--- src/rtl/core/lz4d_pkg.sv ---
// Shared types, codes and constants of the LZ4 block decompressor.
package lz4d_pkg;

   localparam int WINDOW_DEPTH_DEF = 65536;
   localparam int QUEUE_DEPTH      = 3;

   localparam logic [31:0] SAT32       = 32'hFFFF_FFFF;
   localparam logic [3:0]  NIBBLE_MAX  = 4'hF;
   localparam logic [7:0]  EXT_MORE    = 8'hFF;
   localparam logic [31:0] MATCH_EXT0  = 32'd15;
   localparam logic [8:0]  MIN_MATCH   = 9'd4;

   localparam logic ACT_PUSH = 1'b0;
   localparam logic ACT_PULL = 1'b1;

   localparam logic [2:0] ERR_NONE   = 3'd0;
   localparam logic [2:0] ERR_TRUNC  = 3'd1;
   localparam logic [2:0] ERR_OVER   = 3'd2;
   localparam logic [2:0] ERR_OFFSET = 3'd3;
   localparam logic [2:0] ERR_LENGTH = 3'd4;
   localparam logic [2:0] ERR_PUSH   = 3'd5;

   localparam logic [1:0] ST_BUSY   = 2'd0;
   localparam logic [1:0] ST_DONE   = 2'd1;
   localparam logic [1:0] ST_FAILED = 2'd2;

   typedef enum logic [2:0] {
      PH_TOKEN  = 3'd0,
      PH_LITEXT = 3'd1,
      PH_LIT    = 3'd2,
      PH_OFFLO  = 3'd3,
      PH_OFFHI  = 3'd4,
      PH_MEXT   = 3'd5,
      PH_COPY   = 3'd6,
      PH_IDLE   = 3'd7
   } phase_type;

   typedef struct packed {
      logic       out_valid;
      logic [7:0] out_byte;
      logic       copy_pending;
      logic [1:0] status;
      logic [2:0] error_code;
   } rsp_type;

   typedef struct packed {
      logic    valid;
      logic    copy;
      logic    fwd;
      rsp_type rsp;
   } stage_type;

   // Saturating add of a narrow increment to a 32-bit length.
   function automatic logic [31:0] sat_add(input logic [31:0] a, input logic [8:0] b);
      logic [32:0] s;
      s = {1'b0, a} + {24'd0, b};
      return s[32] ? SAT32 : s[31:0];
   endfunction

   // True when len more bytes would pass the expected block length.
   function automatic logic overflows(input logic [31:0] len, input logic [31:0] produced,
                                      input logic [31:0] expected);
      return (len == SAT32) || (({1'b0, produced} + {1'b0, len}) > {1'b0, expected});
   endfunction

endpackage

--- src/rtl/core/lz4d_outq.sv ---
// Small result queue that decouples the decoder from the result channel.
module lz4d_outq (
   input  logic                                          clock,
   input  logic                                          reset,
   input  logic                                          push,
   input  lz4d_pkg::rsp_type                             push_data,
   input  logic                                          pop,
   output logic                                          not_empty,
   output lz4d_pkg::rsp_type                             head_data,
   output logic [$clog2(lz4d_pkg::QUEUE_DEPTH+1)-1:0]    count
);
   import lz4d_pkg::*;

   localparam int PW = $clog2(QUEUE_DEPTH);
   localparam int CW = $clog2(QUEUE_DEPTH + 1);
   localparam logic [PW-1:0] LAST_SLOT = PW'(QUEUE_DEPTH - 1);

   rsp_type       q_ff [QUEUE_DEPTH];
   logic [PW-1:0] head_ff, head_in;
   logic [PW-1:0] tail_ff, tail_in;
   logic [CW-1:0] cnt_ff, cnt_in;

   always_comb begin
      head_in = head_ff;
      tail_in = tail_ff;
      cnt_in  = cnt_ff;
      if (push) begin
         tail_in = (tail_ff == LAST_SLOT) ? '0 : tail_ff + PW'(1);
      end
      if (pop) begin
         head_in = (head_ff == LAST_SLOT) ? '0 : head_ff + PW'(1);
      end
      if (push && !pop) begin
         cnt_in = cnt_ff + CW'(1);
      end else if (pop && !push) begin
         cnt_in = cnt_ff - CW'(1);
      end
   end

   always_ff @(posedge clock) begin
      if (reset) begin
         head_ff <= '0;
         tail_ff <= '0;
         cnt_ff  <= '0;
      end else begin
         head_ff <= head_in;
         tail_ff <= tail_in;
         cnt_ff  <= cnt_in;
      end
      if (push) begin
         q_ff[tail_ff] <= push_data;
      end
   end

   assign not_empty = (cnt_ff != '0);
   assign head_data = q_ff[head_ff];
   assign count     = cnt_ff;

endmodule

--- config.mk ---
export PLATFORM = sky130hd
export DESIGN_NAME = lz4d_outq
export DESIGN_NICKNAME = d
export VERILOG_FILES = /design/src/rtl/core/lz4d_pkg.sv /design/src/rtl/core/lz4d_outq.sv
export SDC_FILE = /design/constraint.sdc
export NUM_CORES = 1
export LEC_CHECK = 0
export BUFFER_PORTS_ARGS = -buffer_cell sky130_fd_sc_hd__buf_2
export CAP_MARGIN = 5
export CELL_PAD_IN_SITES_DETAIL_PLACEMENT = 0
export CELL_PAD_IN_SITES_GLOBAL_PLACEMENT = 2
export CORE_UTILIZATION = 30
export CTS_CLUSTER_SIZE = 24
export DETAILED_ROUTE_END_ITERATION = 8
export HOLD_SLACK_MARGIN = 0.1
export PLACE_DENSITY_LB_ADDON = 0.1
export SLEW_MARGIN = 0
export SYNTH_ARGS = -nofsm -noshare
export SYNTH_HDL_FRONTEND = slang
export SYNTH_SLANG_ARGS = --single-unit
--- constraint.sdc ---
create_clock -name clock -period 2.3 [get_ports clock]
set_input_delay 0.345 -clock clock [delete_from_list [all_inputs] [get_ports clock]]
set_output_delay 0.345 -clock clock [all_outputs]
set_load 0.1 [all_outputs]
==> key figures <==
Run status
  • Outcome: finished clean

Route
  • DR pass1 iterations: 4
  • 1st-iter DRT viols: 27
  • Mean number of vias per cell: 4.51
  • Antenna-violating nets left: 0
  • # DRC: 0
  • Via count: 1127
  • Routed WL: around 3400 um
  • DR WL/cell: 13.6 um

Placed design
  • GPL Wtd Cong: around 0.70
  • Port Buffers: 36
  • Cells after DPL: about 240
  • Hpwl dp: 2290 um
  • Place WS: 0.815 ns

Clock tree
  • Hold-fix buffers, CTS: 0
  • Cts bufs inserted: 5
  • H-tree Lvls: 2
  • Clk sinks: 53
  • Root Driver: clkbuf_8
  • Number of gates resized after CTS: 0
  • CTS tree: done
  • Worst-Skew Late Latency: 0.30 ns
  • Reg clk slew, reported paths: 0.09 ns
  • Buffer depth of the longest clock path: 2
  • Setup bufs post-CTS: 0

Global routing
  • Tot GR Track Use: between 10% and 20%
  • Number of global-route vias before repair: approximately 1100
  • Initial antenna violation count: 0
  • Global route overflow: 0
  • Largest net degree at the start of global routing: 31
  • First-pass GRT wire length: approximately 5600 um

Job
  • Max-Cap Viols: 0

STA
  • Max Slew Vio Count: 0
  • Post-route clock skew: 0.00547 ns
  • Tmin final: 1.78 ns
  • Max-slew headroom: 67.9%
  • Worst-margin pin slew: 0.485 ns
  • Setup TNS Final: 0 ns
  • RSZ-0062 raised after global routing: false
  • Max frequency: 562 MHz
  • Final WS setup: 0.520 ns
  • Final Hold Vio Count: 0
  • Setup violators final: 0
  • Final worst-path cycle share: 77.4%

Worst setup path
  • Crit-path max cell delay: ~0.34 ns
  • Worst EP arrival: between 1 and 1.5 ns
  • Crit path cell chain: buf_4 > nand2_1 > o21ai_1 > buf_12
  • Max FO, Critical Path: 30
  • WS Path Type: reg2out
  • Slowest cell on the critical path: buf_4
  • Setup crit start kind: flip-flop
  • Critical Path RT: 1.96 ns
  • Critical Path End Type: output pin

Logic synthesis
  • Largest area contributor in the netlist: edfxtp_1
  • Register area share after synthesis: 76.8%
  • Synthesized Nets: 147
  • Synth Flop Type: edfxtp_1
  • Synth Instances: 127
  • Syn_area_per_cell: about 15 um^2
  • Synth Register Bits: 53
  • Unique masters post-synth: 22
  • Commonest cells post-synth: edfxtp_1, nand2_1, mux2i_1, o21ai_1, dfxtp_1
  • Synth top area share: between 60% and 70%
  • Most frequent cell after synthesis: edfxtp_1
  • EDFF count, synth: 45
  • Synth area leaders: edfxtp_1, dfxtp_1, mux2i_1
  • Ys Warns: 0
  • Cell area after synthesis: about 2000 um^2
  • Post-synth ARST share: 0%

Cells and area
  • Fill cell count: 574
  • Post-layout util: 41.2%
  • Finished Layout Cells: 250
  • Diodes inserted: 0
  • Nets: 192
  • Syn-to-layout area delta: 33.0%
  • Share of layout cells above drive strength 1: a little over a third

Floorplanning
  • Rows: 29
  • IO Pins: 37
  • Full die area: 6880 um^2
  • Die W: just over 80 um
  • Starting density of the core: between 30% and 40%
  • Core area: 6350 um^2
  • Chip height: approximately 83 um

Pwr
  • Lkg Pwr: 0.966 nW
  • P_sw: 712 uW
  • PD cells: around 840 nW/um^2
  • Seq pwr share: 50.3%
  • Clock network fraction of total power: between 20% and 30%
  • Internal Power: 1.49 mW
  • Maximum VDD drop: around 390 uV
  • Sw Ratio: 32.3%
  • Gate power share: ~28%

Hold path
  • HP Class: in2reg
-- path summary, 6_finish.rpt --
kind | start | endpoint | slack, ns | cells past startpoint
hold / removal | push_data[10] | q_ff[1][10]$_DFFE_PP_ | 0.24 | 1
setup / recovery | flip-flop | head_data[1] | 0.52 | 4
hold reg to reg | count[1]$_SDFFE_PP0P_ | count[1]$_SDFFE_PP0P_ | 0.51 | 2
setup reg to reg | tail_ff[0]$_SDFFE_PP0P_ | q_ff[1][8]$_DFFE_PP_ | 1.00 | 2
-- stage by stage --
stage / power, mW / instance area (um^2) / hold WS, ns
final: 2.20 / 2620 / 0.239
after global routing: 2.28 / 2620 / 0.230
after CTS: 2.23 / 2620 / 0.232
after detailed placement: 1.75 / 2530 / 0.491
after global placement: 1.74 / 2530 / 0.481
after floorplan: 1.54 / 2000 / 0.414
-- worst max-delay path: cells and delay by family, from the launching register on --
family | cells | cell delay (ns)
DFF | 1 | 0.31
AOI/OAI and AO/OA | 1 | 0.17
buffers and inverters | 2 | 0.55
and+or+nand+nor | 1 | 0.08
-- layer usage --
metal	track usage (%)	share of wire (%)
met5	0	0
met4	3.76	1.4
met3	3.88	4.0
met2	17.9	50
met1	13.0	45
-- cell families (layout without fill, tap and decap cells) --
logic type | count (synthesis) | in the layout | synth area share [%]
flip-flops | 53 | 53 | 76.8
adder cells (fa/ha/maj) | 1 | 1 | 0.636
buffers and inverters | 7 | 53 | 1.91
multiplexers | 15 | 15 | 7.63
AO/OA/AOI/OAI | 21 | 21 | 5.60
AND/OR/NAND/NOR | 28 | 28 | 6.49
XOR/XNOR | 2 | 2 | 0.891
-- cell usage in the layout (no fill, tap or decap), types with 7 or more instances in the layout --
cell type	netlist	final
buf_12	0	15
buf_2	0	21
buf_4	1	7
dfxtp_1	8	8
edfxtp_1	45	45
mux2i_1	15	15
nand2_1	16	16
o21ai_2	0	10
-- sequential cells by signal, summed over array words and instances, names as in the netlist, named ones only --
signal,flops
tail_ff,2
count,2
head_ff,2
q_ff,45
-- area by class of cell --
type / count / area (um^2) / area share [%]
flip-flops and latches: 53 / 1510 / 57.8
multi-input cells: 67 / 460 / 17.6
repair buffers: 43 / 458 / 17.5
well taps: 77 / 96.3 / 3.68
clock buffers: 6 / 72.6 / 2.77
clock inverters: 2 / 10.0 / 0.383
inverters: 2 / 7.51 / 0.287
-- power by group through the flow --
stage	sequential, mW	combinational [mW]	clock [mW]
global placement	1.13	0.615	0
finish	1.11	0.611	0.484
global route	1.11	0.634	0.537
detailed placement	1.13	0.616	0
floorplan	1.17	0.371	0
CTS	1.11	0.617	0.506
(Power assumes the default switching activity.)
