## config.mk

```make
export PLATFORM = sky130hd
export DESIGN_NAME = lz4d_ctrl
export DESIGN_NICKNAME = d
export VERILOG_FILES = /design/src/rtl/core/lz4d_pkg.sv /design/src/rtl/core/lz4d_ctrl.sv
export SDC_FILE = /design/constraint.sdc
export NUM_CORES = 1
export LEC_CHECK = 0
export BUFFER_PORTS_ARGS = -buffer_cell sky130_fd_sc_hd__buf_2
export CELL_PAD_IN_SITES_DETAIL_PLACEMENT = 0
export CELL_PAD_IN_SITES_GLOBAL_PLACEMENT = 1
export CORE_MARGIN = 2
export CORE_UTILIZATION = 43
export DETAILED_ROUTE_END_ITERATION = 12
export PLACE_DENSITY = 0.77
export SETUP_SLACK_MARGIN = 0.02
export SYNTH_ARGS = -nofsm -noshare
export SYNTH_HDL_FRONTEND = slang
export SYNTH_SLANG_ARGS = --single-unit
```

## constraint.sdc

```tcl
create_clock -name clock -period 13.99 [get_ports clock]
set_input_delay 2.798 -clock clock [delete_from_list [all_inputs] [get_ports clock]]
set_output_delay 2.798 -clock clock [all_outputs]
set_load 0.05 [all_outputs]
```

## src/rtl/core/lz4d_pkg.sv

```systemverilog
// Shared types, codes and constants of the LZ4 block decompressor.
package lz4d_pkg;

   localparam int WINDOW_DEPTH_DEF = 65536;
   localparam int QUEUE_DEPTH      = 3;

   localparam logic [31:0] SAT32       = 32'hFFFF_FFFF;
   localparam logic [3:0]  NIBBLE_MAX  = 4'hF;
   localparam logic [7:0]  EXT_MORE    = 8'hFF;
   localparam logic [31:0] MATCH_EXT0  = 32'd15;
   localparam logic [8:0]  MIN_MATCH   = 9'd4;

   localparam logic ACT_PUSH = 1'b0;
   localparam logic ACT_PULL = 1'b1;

   localparam logic [2:0] ERR_NONE   = 3'd0;
   localparam logic [2:0] ERR_TRUNC  = 3'd1;
   localparam logic [2:0] ERR_OVER   = 3'd2;
   localparam logic [2:0] ERR_OFFSET = 3'd3;
   localparam logic [2:0] ERR_LENGTH = 3'd4;
   localparam logic [2:0] ERR_PUSH   = 3'd5;

   localparam logic [1:0] ST_BUSY   = 2'd0;
   localparam logic [1:0] ST_DONE   = 2'd1;
   localparam logic [1:0] ST_FAILED = 2'd2;

   typedef enum logic [2:0] {
      PH_TOKEN  = 3'd0,
      PH_LITEXT = 3'd1,
      PH_LIT    = 3'd2,
      PH_OFFLO  = 3'd3,
      PH_OFFHI  = 3'd4,
      PH_MEXT   = 3'd5,
      PH_COPY   = 3'd6,
      PH_IDLE   = 3'd7
   } phase_type;

   typedef struct packed {
      logic       out_valid;
      logic [7:0] out_byte;
      logic       copy_pending;
      logic [1:0] status;
      logic [2:0] error_code;
   } rsp_type;

   typedef struct packed {
      logic    valid;
      logic    copy;
      logic    fwd;
      rsp_type rsp;
   } stage_type;

   // Saturating add of a narrow increment to a 32-bit length.
   function automatic logic [31:0] sat_add(input logic [31:0] a, input logic [8:0] b);
      logic [32:0] s;
      s = {1'b0, a} + {24'd0, b};
      return s[32] ? SAT32 : s[31:0];
   endfunction

   // True when len more bytes would pass the expected block length.
   function automatic logic overflows(input logic [31:0] len, input logic [31:0] produced,
                                      input logic [31:0] expected);
      return (len == SAT32) || (({1'b0, produced} + {1'b0, len}) > {1'b0, expected});
   endfunction

endpackage

```

## src/rtl/core/lz4d_ctrl.sv

```systemverilog
// Sequence decoder: token, length, offset and copy state of the current block.
module lz4d_ctrl #(
   parameter int WINDOW_DEPTH = lz4d_pkg::WINDOW_DEPTH_DEF
) (
   input  logic                            clock,
   input  logic                            reset,
   input  logic                            accept,
   input  logic                            action,
   input  logic [7:0]                      in_byte,
   input  logic                            last_byte,
   input  logic                            csr_wr_en,
   input  logic [31:0]                     csr_wr_data,
   output lz4d_pkg::stage_type             s0,
   output logic [$clog2(WINDOW_DEPTH)-1:0] pos,
   output logic [$clog2(WINDOW_DEPTH)-1:0] src
);
   import lz4d_pkg::*;

   localparam int AW = $clog2(WINDOW_DEPTH);

   phase_type   phase_ff, phase_in;
   logic [3:0]  nib_ff, nib_in;
   logic [31:0] lit_ff, lit_in;
   logic [31:0] mat_ff, mat_in;
   logic [15:0] off_ff, off_in;
   logic [31:0] bp_ff, bp_in;
   logic        ended_ff, ended_in;
   logic [2:0]  fail_ff, fail_in;
   logic [31:0] exp_ff;
   logic [31:0] back;

   logic        fail_req;
   logic [2:0]  fail_code;
   logic        finish_req;
   logic        emit;
   logic        is_copy;

   always_ff @(posedge clock) begin
      if (reset) begin
         phase_ff <= PH_TOKEN;
         nib_ff   <= '0;
         lit_ff   <= '0;
         mat_ff   <= '0;
         off_ff   <= '0;
         bp_ff    <= '0;
         ended_ff <= 1'b0;
         fail_ff  <= ERR_NONE;
         exp_ff   <= '0;
      end else begin
         phase_ff <= phase_in;
         nib_ff   <= nib_in;
         lit_ff   <= lit_in;
         mat_ff   <= mat_in;
         off_ff   <= off_in;
         bp_ff    <= bp_in;
         ended_ff <= ended_in;
         fail_ff  <= fail_in;
         if (csr_wr_en) begin
            exp_ff <= csr_wr_data;
         end
      end
   end

   always_comb begin
      phase_in   = phase_ff;
      nib_in     = nib_ff;
      lit_in     = lit_ff;
      mat_in     = mat_ff;
      off_in     = off_ff;
      bp_in      = bp_ff;
      ended_in   = ended_ff;
      fail_in    = fail_ff;
      fail_req   = 1'b0;
      fail_code  = ERR_NONE;
      finish_req = 1'b0;
      emit       = 1'b0;
      is_copy    = 1'b0;

      if (accept) begin
         if (action == ACT_PULL) begin
            if (phase_ff == PH_COPY) begin
               emit    = 1'b1;
               is_copy = 1'b1;
               bp_in   = bp_ff + 32'd1;
               mat_in  = mat_ff - 32'd1;
               if (mat_in == '0) begin
                  if (ended_ff) begin
                     finish_req = 1'b1;
                  end else begin
                     phase_in = PH_TOKEN;
                  end
               end
            end
         end else if (phase_ff == PH_COPY) begin
            fail_req  = 1'b1;
            fail_code = ERR_PUSH;
         end else if (phase_ff == PH_IDLE && fail_ff != ERR_NONE && !ended_ff) begin
            // Remaining bytes of a failed block are swallowed.
            if (last_byte) begin
               ended_in = 1'b1;
            end
         end else begin
            if (phase_ff == PH_IDLE) begin
               phase_in = PH_TOKEN;
               nib_in   = '0;
               lit_in   = '0;
               mat_in   = '0;
               off_in   = '0;
               bp_in    = '0;
               ended_in = 1'b0;
               fail_in  = ERR_NONE;
            end
            case (phase_in)
               PH_TOKEN: begin
                  lit_in = {28'd0, in_byte[7:4]};
                  nib_in = in_byte[3:0];
                  if (in_byte[7:4] == NIBBLE_MAX) begin
                     if (last_byte) begin
                        fail_req  = 1'b1;
                        fail_code = ERR_TRUNC;
                     end else begin
                        phase_in = PH_LITEXT;
                     end
                  end else if (in_byte[7:4] == 4'd0) begin
                     if (last_byte) begin
                        finish_req = 1'b1;
                     end else begin
                        phase_in = PH_OFFLO;
                     end
                  end else if (last_byte) begin
                     fail_req  = 1'b1;
                     fail_code = ERR_TRUNC;
                  end else if (overflows(lit_in, bp_in, exp_ff)) begin
                     fail_req  = 1'b1;
                     fail_code = ERR_OVER;
                  end else begin
                     phase_in = PH_LIT;
                  end
               end
               PH_LITEXT: begin
                  lit_in = sat_add(lit_in, {1'b0, in_byte});
                  if (in_byte == EXT_MORE) begin
                     if (last_byte) begin
                        fail_req  = 1'b1;
                        fail_code = ERR_TRUNC;
                     end
                  end else if (last_byte) begin
                     fail_req  = 1'b1;
                     fail_code = ERR_TRUNC;
                  end else if (overflows(lit_in, bp_in, exp_ff)) begin
                     fail_req  = 1'b1;
                     fail_code = ERR_OVER;
                  end else begin
                     phase_in = PH_LIT;
                  end
               end
               PH_LIT: begin
                  emit   = 1'b1;
                  bp_in  = bp_ff + 32'd1;
                  lit_in = lit_ff - 32'd1;
                  if (lit_in == '0) begin
                     if (last_byte) begin
                        finish_req = 1'b1;
                     end else begin
                        phase_in = PH_OFFLO;
                     end
                  end else if (last_byte) begin
                     fail_req  = 1'b1;
                     fail_code = ERR_TRUNC;
                  end
               end
               PH_OFFLO: begin
                  off_in = {8'd0, in_byte};
                  if (last_byte) begin
                     fail_req  = 1'b1;
                     fail_code = ERR_TRUNC;
                  end else begin
                     phase_in = PH_OFFHI;
                  end
               end
               PH_OFFHI: begin
                  off_in = {in_byte, off_ff[7:0]};
                  if (off_in == '0 || {16'd0, off_in} > bp_ff) begin
                     fail_req  = 1'b1;
                     fail_code = ERR_OFFSET;
                  end else if (nib_ff == NIBBLE_MAX) begin
                     mat_in = MATCH_EXT0;
                     if (last_byte) begin
                        fail_req  = 1'b1;
                        fail_code = ERR_TRUNC;
                     end else begin
                        phase_in = PH_MEXT;
                     end
                  end else begin
                     mat_in = {28'd0, nib_ff} + 32'd4;
                     if (overflows(mat_in, bp_ff, exp_ff)) begin
                        fail_req  = 1'b1;
                        fail_code = ERR_OVER;
                     end else begin
                        if (last_byte) begin
                           ended_in = 1'b1;
                        end
                        phase_in = PH_COPY;
                     end
                  end
               end
               PH_MEXT: begin
                  if (in_byte == EXT_MORE) begin
                     mat_in = sat_add(mat_ff, {1'b0, in_byte});
                     if (last_byte) begin
                        fail_req  = 1'b1;
                        fail_code = ERR_TRUNC;
                     end
                  end else begin
                     // Extension byte and the minimum match length in one add.
                     mat_in = sat_add(mat_ff, {1'b0, in_byte} + MIN_MATCH);
                     if (overflows(mat_in, bp_ff, exp_ff)) begin
                        fail_req  = 1'b1;
                        fail_code = ERR_OVER;
                     end else begin
                        if (last_byte) begin
                           ended_in = 1'b1;
                        end
                        phase_in = PH_COPY;
                     end
                  end
               end
               default: begin
               end
            endcase
         end

         if (fail_req) begin
            fail_in  = fail_code;
            phase_in = PH_IDLE;
            lit_in   = '0;
            mat_in   = '0;
            if (last_byte) begin
               ended_in = 1'b1;
            end
         end
         if (finish_req) begin
            ended_in = 1'b1;
            phase_in = PH_IDLE;
            if (bp_in != exp_ff) begin
               fail_in = ERR_LENGTH;
            end
         end
      end
   end

   assign back = bp_ff - {16'd0, off_ff};
   assign pos  = bp_ff[AW-1:0];
   assign src  = back[AW-1:0];

   always_comb begin
      s0.valid            = accept;
      s0.copy             = is_copy;
      s0.fwd              = 1'b0;
      s0.rsp.out_valid    = emit;
      s0.rsp.out_byte     = (emit && !is_copy) ? in_byte : 8'd0;
      s0.rsp.copy_pending = (phase_in == PH_COPY);
      s0.rsp.status       = (fail_in != ERR_NONE) ? ST_FAILED :
                            ((phase_in == PH_IDLE) ? ST_DONE : ST_BUSY);
      s0.rsp.error_code   = fail_in;
   end

endmodule

```

==> flow_summary_export.csv <==
group,metric,value,unit
logic_synthesis,post_synth.cell_area_avg,6.88,um2
worst_setup_path,critical_path_buf_inv_count,5,
worst_setup_path,cp_common_cell,"o21ai_0",
outcome,run_status,"completed",
logic_synthesis,syn-cell-area,0.0248,mm2
clock_tree,cts_buffers,17,
clock_tree,tritoncts_clock_tree,"built",
sta,worst_slack,347,ps
placement,placedCellCount,4322,
detailed_routing,route.detailed.drc,0,
worst_setup_path,critPathKind,"in -> out",
clock_tree,worstSkewPairLatency,540,ps
cells_and_area,post_layout_nonfiller_instances,4358,
logic_synthesis,syn_nets,3925,
cells_and_area,area.growth.synth_to_final,8.11,%
logic_synthesis,asyncSetResetFlopFracSynth,0,
logic_synthesis,postSynthCellCount,3606,
logic_synthesis,edff_count_synth,0,
global_routing,global_route_wire_length_before_repair,180,mm
worst_setup_path,cp-start-kind,"input pin",
placement,dp.final_hpwl,93.4,mm
sta,clock.fmax,73.3,MHz
worst_setup_path,worstSetupStartpoint,"in_byte[1]",
logic_synthesis,synth.ff_latch_count,155,
sta,whs,450,ps
flow_run,max_capacitance_violation_total,0,
floorplanning,die_h,244,um
sta,final_min_period_over_clock_period,0.975,
detailed_routing,drt_pass1_iterations,8,
worst_setup_path,cp-end-kind,"output pin",
global_routing,grt_resource_usage_total,0.403,
power,p_leak,0.0111,uW
logic_synthesis,postSynth.topFlopCell,"dfxtp_1",
clock_tree,h-tree-depth,4,
worst_setup_path,worst-endpoint-required,11190,ps
min_path,worst_hold_startpoint,"off_ff[9]",
sta,hold_viol_final,0,
logic_synthesis,synth.yosys.seq_area_share,0.125,
placement,detailedPlace.worstSlack,-40.3,ps
clock_tree,cts.sinks,155,
global_routing,grt_overflow_total,0,
clock_tree,cts_clk_pin_slew_worst_paths,70,ps
detailed_routing,routed_via_density,6.75,
sta,worst_clock_skew,20.5,ps
clock_tree,clock_root_cell,"clkbuf_16",
sta,grt_setup_unrepaired,"yes",
sta,report.final.setup_viol,0,
worst_setup_path,crit_path_max_fanout,5,
sta,worst_margin_pin_slew,1390,ps
sta,maxSlewHeadroom,0.0676,
worst_setup_path,critPathTopFamily,"compound AO/OA/AOI/OAI gates",
detailed_routing,wl_per_cell,28.4,um
floorplanning,floorplan.initialDensity,0.433,
logic_synthesis,synth_top_cell_by_area,"ha_1",
cells_and_area,layout-drive-gt1-share,0.0888,
logic_synthesis,synth_commonest_cells,"nand2_1 (392), nor2_1 (327), a21oi_1 (300), ha_1 (260), o21ai_0 (222)",
min_path,hold_path.class,"reg -> reg",
logic_synthesis,leading_cell_type_by_number_of_instances_after_synthesis,"nand2_1",
logic_synthesis,synth_cell_types,96,
floorplanning,core_region_area,0.0574,mm2
worst_setup_path,crit_slowest_cell,"fa_1",
clock_tree,clock_path_buffers,2,
cells_and_area,nFillCells,6027,
global_routing,grt_start_max_net_pins,87,
floorplanning,die_x,244,um
power,fin_total_pwr,2250,uW
placement,io_buffer_count,94,
floorplanning,fp.dieArea,0.0597,mm2
power,pwr_density_cell,83.7,mW/mm2
global_routing,grt_antenna_before_repair,4,
detailed_routing,routed-via-count,29400,
global_routing,first_global_vias,26600,
cells_and_area,num-nets-final,3898,
sta,slew_violations,0,
clock_tree,holdBufCountCts,0,
detailed_routing,final_antenna_net_count,0,
worst_setup_path,crit-reg2reg-launch,"phase_ff[0]",
floorplanning,design.portCount,96,
power,vdd_drop_max,0.116,mV
worst_setup_path,cpPeakStageDelay,480,ps
logic_synthesis,synth.top_cell.area_share,0.131,
detailed_routing,detail_route.wirelength,124,mm
worst_setup_path,timing.critical_path.arrival,10840,ps
floorplanning,placement_rows,88,
detailed_routing,drt_first_iter_violations,3850,
logic_synthesis,yosys_warnings,0,
logic_synthesis,ys_top_cells_by_area,"ha_1 (13%), dfxtp_1 (13%), a21oi_1 (6.0%)",
placement,routability_cong,1.03,
sta,finalCriticalPeriod,13640,ps
-- cells in the final DEF (no fill, tap or decap), drive strengths merged, types with 31 or more instances in the layout --
master / synthesis / routed
a21oi: 301 / 301
dfxtp: 155 / 155
nand2b: 44 / 44
a21o: 72 / 72
nor3: 107 / 107
nand3: 132 / 132
inv: 157 / 162
or3: 33 / 33
nand2: 392 / 392
nand4: 89 / 89
nor2b: 32 / 32
and2: 34 / 34
mux2i: 52 / 52
ha: 260 / 260
o21ai: 227 / 227
xnor2: 160 / 160
and3: 43 / 43
nor2: 328 / 328
a211oi: 47 / 47
o211ai: 48 / 48
a31oi: 39 / 39
buf: 65 / 214
nor4: 70 / 70
o22ai: 31 / 31
xor2: 71 / 71
-- final timing paths --
path	slack, ps	cells after the start	end
worst max-delay path	350	37	s0[5]
worst min-delay path	450	2	off_ff[9]
worst max register to register	4520	39	lit_ff[4]
worst min register to register	450	2	off_ff[9]
-- per-stage QoR --
step	util	instance area (um2)	setup TNS [ps]
3_5_place_dp	0.455	26100	-40.3
2_1_floorplan	-	24800	0
5_1_grt	0.468	26800	0
4_1_cts	0.466	26700	0
3_3_place_gp	0.455	26100	0
6_report	0.468	26800	0
-- metal layers --
metal	vias up	global-route usage	routed length, um
met1	13800	0.536	50300
met4	4	0.218	7470
li1	13200	-	-
met2	1989	0.591	51000
met5	-	0	22
met3	445	0.105	15100
-- power breakdown --
group / internal [uW] / switching, uW / total [uW]
Sequential: 465 / 60.2 / 525
Clock: 286 / 257 / 544
Combinational: 400 / 778 / 1180
-- registers in the layout (all words and copies together), names as in the netlist --
signal	count
bp_ff	32
ended_ff	1
exp_ff	32
fail_ff	3
lit_ff	32
mat_ff	32
nib_ff	4
off_ff	16
phase_ff	3
-- worst register-to-register path, delay by kind of cell (launching register included) --
kind            cells  cell delay, ps
compound gates     19            4320
buf+inv             5            1340
xor+xnor            1              90
fa+ha+maj           4            1130
flops               1             310
simple gates       10            2210
-- what timing repair did --
action / 4_1_cts / 5_1_grt
buffers inserted: 0 / 3
endpoints found under the setup margin: 1 / 6
pin swaps: 0 / 2
resized for setup: 1 / 17
-- cells by family after synthesis --
logic type	count (synthesis)	synth area share
AOI/OAI and AO/OA	1073	0.283
xor gates and xnor gates	231	0.0815
adders and majority gates	273	0.142
buffers and inverters	422	0.0685
DFF	155	0.125
muxes	65	0.0269
other	1	0.000151
and+or+nand+nor	1386	0.273
-- final cells by class --
cell class / count / area, um2 / share of cell area
Timing Repair Buffer: 215 / 1390 / 0.0519
Inverter: 161 / 604 / 0.0225
Antenna cell: 1 / 2.50 / 0.0000933
Tap cell: 765 / 957 / 0.0357
Sequential cell: 155 / 3110 / 0.116
Clock buffer: 17 / 425 / 0.0159
Clock inverter: 15 / 203 / 0.00755
Multi-Input combinational cell: 3029 / 20100 / 0.751
No activity file was read; power rests on OpenSTA's default activity.
